<file path="src/hw/rtl/slsc_ram.sv">
module slsc_ram #(
  parameter int W  = 8,
  parameter int D  = 16,
  parameter int AW = (D > 1) ? $clog2(D) : 1
) (
  input  logic          clk,
  input  logic          we,
  input  logic [AW-1:0] waddr,
  input  logic [W-1:0]  wdata,
  input  logic          re,
  input  logic [AW-1:0] raddr,
  output logic [W-1:0]  rdata
);

  logic [W-1:0] mem [D];

  always_ff @(posedge clk) begin
    if (we) begin
      mem[waddr] <= wdata;
    end
    if (re) begin
      rdata <= mem[raddr];
    end
  end

endmodule

</file>
<file path="config.mk">
export PLATFORM = sky130hd
export DESIGN_NAME = slsc_ram
export DESIGN_NICKNAME = d
export VERILOG_FILES = /design/src/hw/rtl/slsc_ram.sv
export SDC_FILE = /design/constraint.sdc
export NUM_CORES = 1
export LEC_CHECK = 0
export ABC_AREA = 1
export BUFFER_PORTS_ARGS = -buffer_cell sky130_fd_sc_hd__buf_2
export CORE_ASPECT_RATIO = 1.75
export CORE_MARGIN = 4
export CORE_UTILIZATION = 54
export DETAILED_ROUTE_END_ITERATION = 8
export PLACE_DENSITY_LB_ADDON = 0.1
export SLEW_MARGIN = 30
export SYNTH_ARGS = -nofsm -noshare
export SYNTH_HDL_FRONTEND = slang
export SYNTH_SLANG_ARGS = --single-unit
</file>
<file path="constraint.sdc">
create_clock -name clk -period 0.9 [get_ports clk]
set_input_delay 0.045 -clock clk [delete_from_list [all_inputs] [get_ports clk]]
set_output_delay 0.045 -clock clk [all_outputs]
set_load 0.01 [all_outputs]
</file>
Yosys cells after proc, flatten, opt, wreduce, memory -nomap -nowiden. Memories as Yosys holds them, arrays and structs flattened. A register that Yosys moved wholly into a read port is not among the register bits. Index checks and enable logic that the tools add are counted.

Memories: 1. Input bits: 19. Output and inout bits: 8. RAM bits: 128. Bits in latches: 0. Logic and storage cells: 3. ROM bits: 0. Flip-flop bits (word level): 0.

Shifts and indexed selects: 0. Multiplexer cells: 2. Bitwise gates (word level): 0. Magnitude comparators: 0. $mul: 0. Eq/ne operators: 0. $add $sub $neg: 0. Divide/modulo/power cells: 0. Reduce and logical (&&, ||, !) cells: 0.

Memory list: mem (words 16, bits a word 8, rd ports 1, clocked after memory_dff 1, wr ports 1, RTL line 15) `logic [W-1:0] mem [D];`.

Operator list (number): 2-to-1 mux 1 bit (2).

Logic depth before layout (Yosys ltp). Gate-level depths: netlist of run 1.

Depth in word-level cells: 2. Gate-level depth with buffers: 8. Gate-level depth less buffers: 7.

Worst setup path after synthesis of run 1. Ideal clock, no wire load.

Kind: in2reg. From: input waddr[3]. To: memory mem[4][0] (enable). Arrival: 0.626 ns. Data required time: 0.530 ns. Path buffers: 0. Slack: -0.096 ns. Stages: 2. Setup time: 0.370 ns. Cells stage by stage: nand3b_1 -> nor2_1.

RTL lines: start, declared (RTL line 8) `input logic [AW-1:0] waddr,`; end, declared (RTL line 15).

No word-level cell before the write port.

==> impl_metrics.toml, run 1 <==
[cells_and_area]
final_cell_mix = "nand2_1 (172), edfxtp_1 (136), inv_1 (98), nand3_1 (69), nand3_2 (28)"
fillers = 809
fin_nets = 625
n_antenna_cell = 0
area.sequential_um2 = 4080
drive_gt1_frac = 0.206
area_growth_pct = 20.4
final_common_cell = "nand2_1"
multi_input_area_um2 = 1370

[clocking]
clock_latency_ns = 0.41
tritoncts = "done"
cts.clk_slew.worst_paths_ns = 0.06
cts_sinks = 136
htreeDepth = 4
cts.path.max_buffers = 2
numCtsBuffers = 17
cts_root_buf = "clkbuf_16"
post_cts_buffers = 0

[yosys]
synth_cells = 551
postSynthAreaPerCell_um2 = 10.6
yosysWarningCount = 0
ys_ff_latch = 136
ys_types = 11
synth-seq-area-share = 0.698
syn_area_um2 = 5850
syn_nets = 570

[die]
ioPinCount = 27
rows = 50
dieWidth_um = 86.7
die_area_um2 = 12600
start_util = 0.550
core-area_um2 = 10600
die_h_um = 146

[timing]
rsz0062_at_grt = "true"
timing.hold.ws_ns = 0.0646
fin_skew_ns = 0.00791
max_freq_ghz = 0.929
setup_slack_ns = -0.176
fin_crit_ns = 1.08
relSlewSlack = 0.722
worst_pin_slew_ns = 0.418
drv_slew = 0
report.final.hold_viol_count = 0
setup_viol = 16
finalCritPeriodShare = 1.20

[run_status]
outcome = "complete, but fails checks"
violations = "setup timing"

[power_and_ir_drop]
p_per_area_nw_per_um2 = 2090
power.total_w = 0.0147
p_leak_nw = 3.05
peakVddDrop_v = 0.00163

[global_route]
grt_max_degree = 59
first_global_vias = 4044
grt_pass1_wl_um = 21200
track_usage = 0.230
antenna_found_initial = 0
grt_remaining_overflow = 0

[flow_run]
cap_violations = 0

[drt]
wl_per_cell_um = 17.8
wirelength_um = 13300
vias = 3925
drt_pass1_iterations = 5
avgViaCountPerCell = 5.25
drt_iter0_drc = 356
drcViolationCount = 0
antenna_left = 0

[worst_setup_path]
cp_cell_sequence = "inv_1 > nand2_1 > nand3_1 > nand3_2 > nand3_2 > nand2_1"
cp.arrival_ns = 1.24
slowest_stage = "edfxtp_1"
required_ns = 1.07
critPathMaxFanout = 1
start_kind = "flop"
crit_type = "reg2reg"
cp_slowest_stage_delay_ns = 0.37
worstSetupEndpointType = "flop"

[placed_design]
portBuffers = 26
hpwl_um = 8680
routabilityCongestion = 0.863

[worst_hold_path]
hold_class = "in2reg"
-- kinds of logic after synthesis --
family,after synthesis,share of synthesized area
flip-flops,136,0.698
AND/OR/NAND/NOR,289,0.208
buffers and inverters,126,0.0939
-- registers in the layout, summed over array words and instances, names as in the netlist --
register,count
mem,128
rdata,8
-- worst max-delay path: cells and delay by family, from the launching register on --
kind	cells	cell delay (ns)
flops	1	0.37
buf+inv	1	0.06
simple gates	5	0.40
-- per-layer routing --
metal,GRT usage,part of all wire,vias to the layer above
li1,-,-,1892
met1,0.279,0.39,1891
met2,0.387,0.53,121
met3,0.0589,0.046,21
met4,0.0905,0.025,0
met5,0,0,-
-- repair_timing --
action	in CTS	in global routing
pin swaps	27	12
endpoints found under the hold margin	8	0
hold buffers	1	0
endpoints found under the setup margin	16	16
resized for setup	20	10
-- synth_stat cells --
cell      number  area share
buf_1          1     0.00064
buf_2         13       0.011
buf_4          4      0.0051
buf_6          6       0.012
edfxtp_1     136        0.70
inv_1        100       0.064
inv_2          2      0.0013
nand2_1      173        0.11
nand3_1       97       0.083
nand3b_1       2      0.0026
nor2_1        17       0.011
-- cell type report --
cell class / instances / share of cell area
flip-flops and latches: 136 / 0.580
repair buffers: 60 / 0.0676
clock buffers: 17 / 0.0605
clock inverters: 14 / 0.0192
inverters: 102 / 0.0544
well taps: 130 / 0.0231
multi-input cells: 289 / 0.195
-- final timing paths --
| check | from | to | slack (ns) | cells past startpoint |
|---|---|---|---|---|
| setup / recovery | mem[1][6]$_DFFE_PP_ | rdata[6]$_DFFE_PP_ | -0.18 | 6 |
| hold / removal | wdata[7] | mem[8][7]$_DFFE_PP_ | 0.06 | 1 |
| setup reg to reg | mem[1][6]$_DFFE_PP_ | rdata[6]$_DFFE_PP_ | -0.18 | 6 |
| hold reg to reg | mem[13][2]$_DFFE_PP_ | rdata[2]$_DFFE_PP_ | 0.77 | 6 |
-- stage by stage --
| step | utilization | cell area (um2) | cells | TNS (ns) | setup slack (ns) |
|---|---|---|---|---|---|
| 4_1_cts | 0.658 | 6990 | 748 | -2.10 | -0.184 |
| 3_3_place_gp | 0.595 | 6320 | 716 | -15.59 | -0.410 |
| 3_5_place_dp | 0.595 | 6320 | 716 | -17.11 | -0.413 |
| 2_1_floorplan | - | 5860 | 551 | -7.77 | -0.0958 |
| 5_1_grt | 0.662 | 7040 | 748 | -2.74 | -0.249 |
| 6_report | 0.662 | 7040 | 748 | -1.90 | -0.176 |
-- power breakdown --
| part | internal (W) | switching, W | leakage, nW |
|---|---|---|---|
| clock network | 0.00402 | 0.00253 | 0.265 |
| logic | 0.000329 | 0.000664 | 1.55 |
| registers | 0.00714 | 0.0000376 | 1.24 |
| total | 0.0115 | 0.00323 | 3.05 |
(Power assumes the default switching activity.)
==> inputs of run 2 (changes only) <==
- clock period: 0.9 -> 1.1 ns (I/O delays scaled with it)
==> impl_metrics.toml, run 2 (same netlist as run 1, synthesis figures left out) <==
[run_status]
outcome = "complete, but fails checks"
violations = "setup timing"

[clocking]
cts.path.max_buffers = 2
htreeDepth = 4
cts.clk_slew.worst_paths_ns = 0.06
tritoncts = "done"
clock_latency_ns = 0.41
numCtsBuffers = 17
cts_root_buf = "clkbuf_16"
cts_sinks = 136

[cells_and_area]
reg_top3 = "mem x128, rdata x8"
fillers = 831
area_growth_pct = 21.5
largest_reg_flops = 128
drive_gt1_frac = 0.223
fin_nets = 621
final_cell_mix = "nand2_1 (172), edfxtp_1 (136), inv_1 (99), nand3_1 (51), nand3_2 (44)"
multi_input_area_um2 = 1460
area.sequential_um2 = 4080
final_common_cell = "nand2_1"
top_register = "mem"
n_antenna_cell = 0

[worst_setup_path]
crit_type = "reg2reg"
critPathMaxFanout = 1
start_kind = "flop"
cp.arrival_ns = 1.27
worstSetupEndpointType = "flop"
required_ns = 1.26

[flow_run]
cap_violations = 0

[power_and_ir_drop]
p_leak_nw = 3.08
combPwrFrac = 0.072
p_per_area_nw_per_um2 = 1680
power.total_w = 0.0119
p_switching_w = 0.00270
power_frac_clock = 0.435
p_int_w = 0.00923
peakVddDrop_v = 0.00142
seqPwrFrac = 0.493
power.share.switching = 0.226

[die]
core-area_um2 = 10600
dieWidth_um = 86.7
rows = 50
ioPinCount = 27
die_area_um2 = 12600
die_h_um = 146
start_util = 0.550

[global_route]
first_global_vias = 4048
grt_max_degree = 51
antenna_found_initial = 0
track_usage = 0.232
grt_pass1_wl_um = 21200
grt_remaining_overflow = 0

[timing]
setup_tns_ns = -0.0198
finalCritPeriodShare = 1.01
setup_viol = 2
fin_crit_ns = 1.11
worst_pin_slew_ns = 0.411
report.final.hold_viol_count = 0
relSlewSlack = 0.726
drv_slew = 0
fin_skew_ns = 0.00657
max_freq_ghz = 0.897
rsz0062_at_grt = "true"
setup_slack_ns = -0.0146

[drt]
drcViolationCount = 0
wl_per_cell_um = 18.2
drt_iter0_drc = 172
wirelength_um = 13500
antenna_left = 0
drt_pass1_iterations = 5
vias = 3897
avgViaCountPerCell = 5.23

[placed_design]
hpwl_um = 8810
routabilityCongestion = 0.867
portBuffers = 26

[worst_hold_path]
hold_class = "in2reg"
## run 2: cell types whose count changed in the layout (fill, tap and decap cells not counted), sizes merged
cell / before / now
buf: 59 / 55
bufinv: 2 / 1
inv: 102 / 104
## run 2: area by class of cell
type / count / share of cell area
clock buffer: 17 / 0.0599
timing repair buffer: 56 / 0.0645
inverter: 102 / 0.0539
sequential: 136 / 0.575
multi-input combinational: 289 / 0.206
clock inverter: 15 / 0.0181
tap: 130 / 0.0229
## run 2: per-layer routing
metal  vias up  global-route usage  wire length, um
met5         -                   0                0
met4         0               0.146              688
met3        36              0.0584              693
met2       124               0.382             7210
met1      1848               0.264             4930
li1       1889                   -                -
## run 2: what timing repair did
action,in CTS,in global routing
hold endpoints to repair,4,0
hold buffers,1,0
pin swaps,3,16
endpoints found under the setup margin,7,8
resized for setup,22,28
buffers inserted,0,0
## run 2: per-stage QoR
stage          setup slack, ns  hold WS, ns  cells  utilization  area, um2
6_report               -0.0146       0.0582    745        0.668       7100
5_1_grt                -0.0400       0.0542    745        0.668       7100
4_1_cts                0.00255       0.0509    745        0.655       6960
3_5_place_dp            -0.269        0.432    712        0.592       6290
3_3_place_gp            -0.264        0.428    712        0.592       6290
2_1_floorplan           0.0942        0.154    551            -       5850
## run 2: path summary, 6_finish.rpt
path,to,slack [ns],cells past startpoint,start
worst min-delay path,mem[0][5]$_DFFE_PP_,0.06,1,wdata[5]
worst max-delay path,rdata[3]$_DFFE_PP_,-0.01,6,mem[9][3]$_DFFE_PP_
worst max register to register,rdata[3]$_DFFE_PP_,-0.01,6,mem[9][3]$_DFFE_PP_
worst min register to register,rdata[5]$_DFFE_PP_,0.76,6,mem[10][5]$_DFFE_PP_
## run 2: critical path, stage by stage, from the launching register on
cell      delay (ns)
edfxtp_1        0.36
inv_1           0.06
nand2_1         0.05
nand3_1         0.09
nand3_2         0.12
nand3_1         0.13
nand2_1         0.05
## run 2: power by group through the flow
stage	Sequential, W	Combinational [W]	Clock [W]
4_1_cts	0.00587	0.000823	0.00529
3_5_place_dp	0.00598	0.000779	0
2_1_floorplan	0.00599	0.000409	0
6_report	0.00587	0.000863	0.00518
5_1_grt	0.00588	0.000947	0.00556
3_3_place_gp	0.00598	0.000768	0
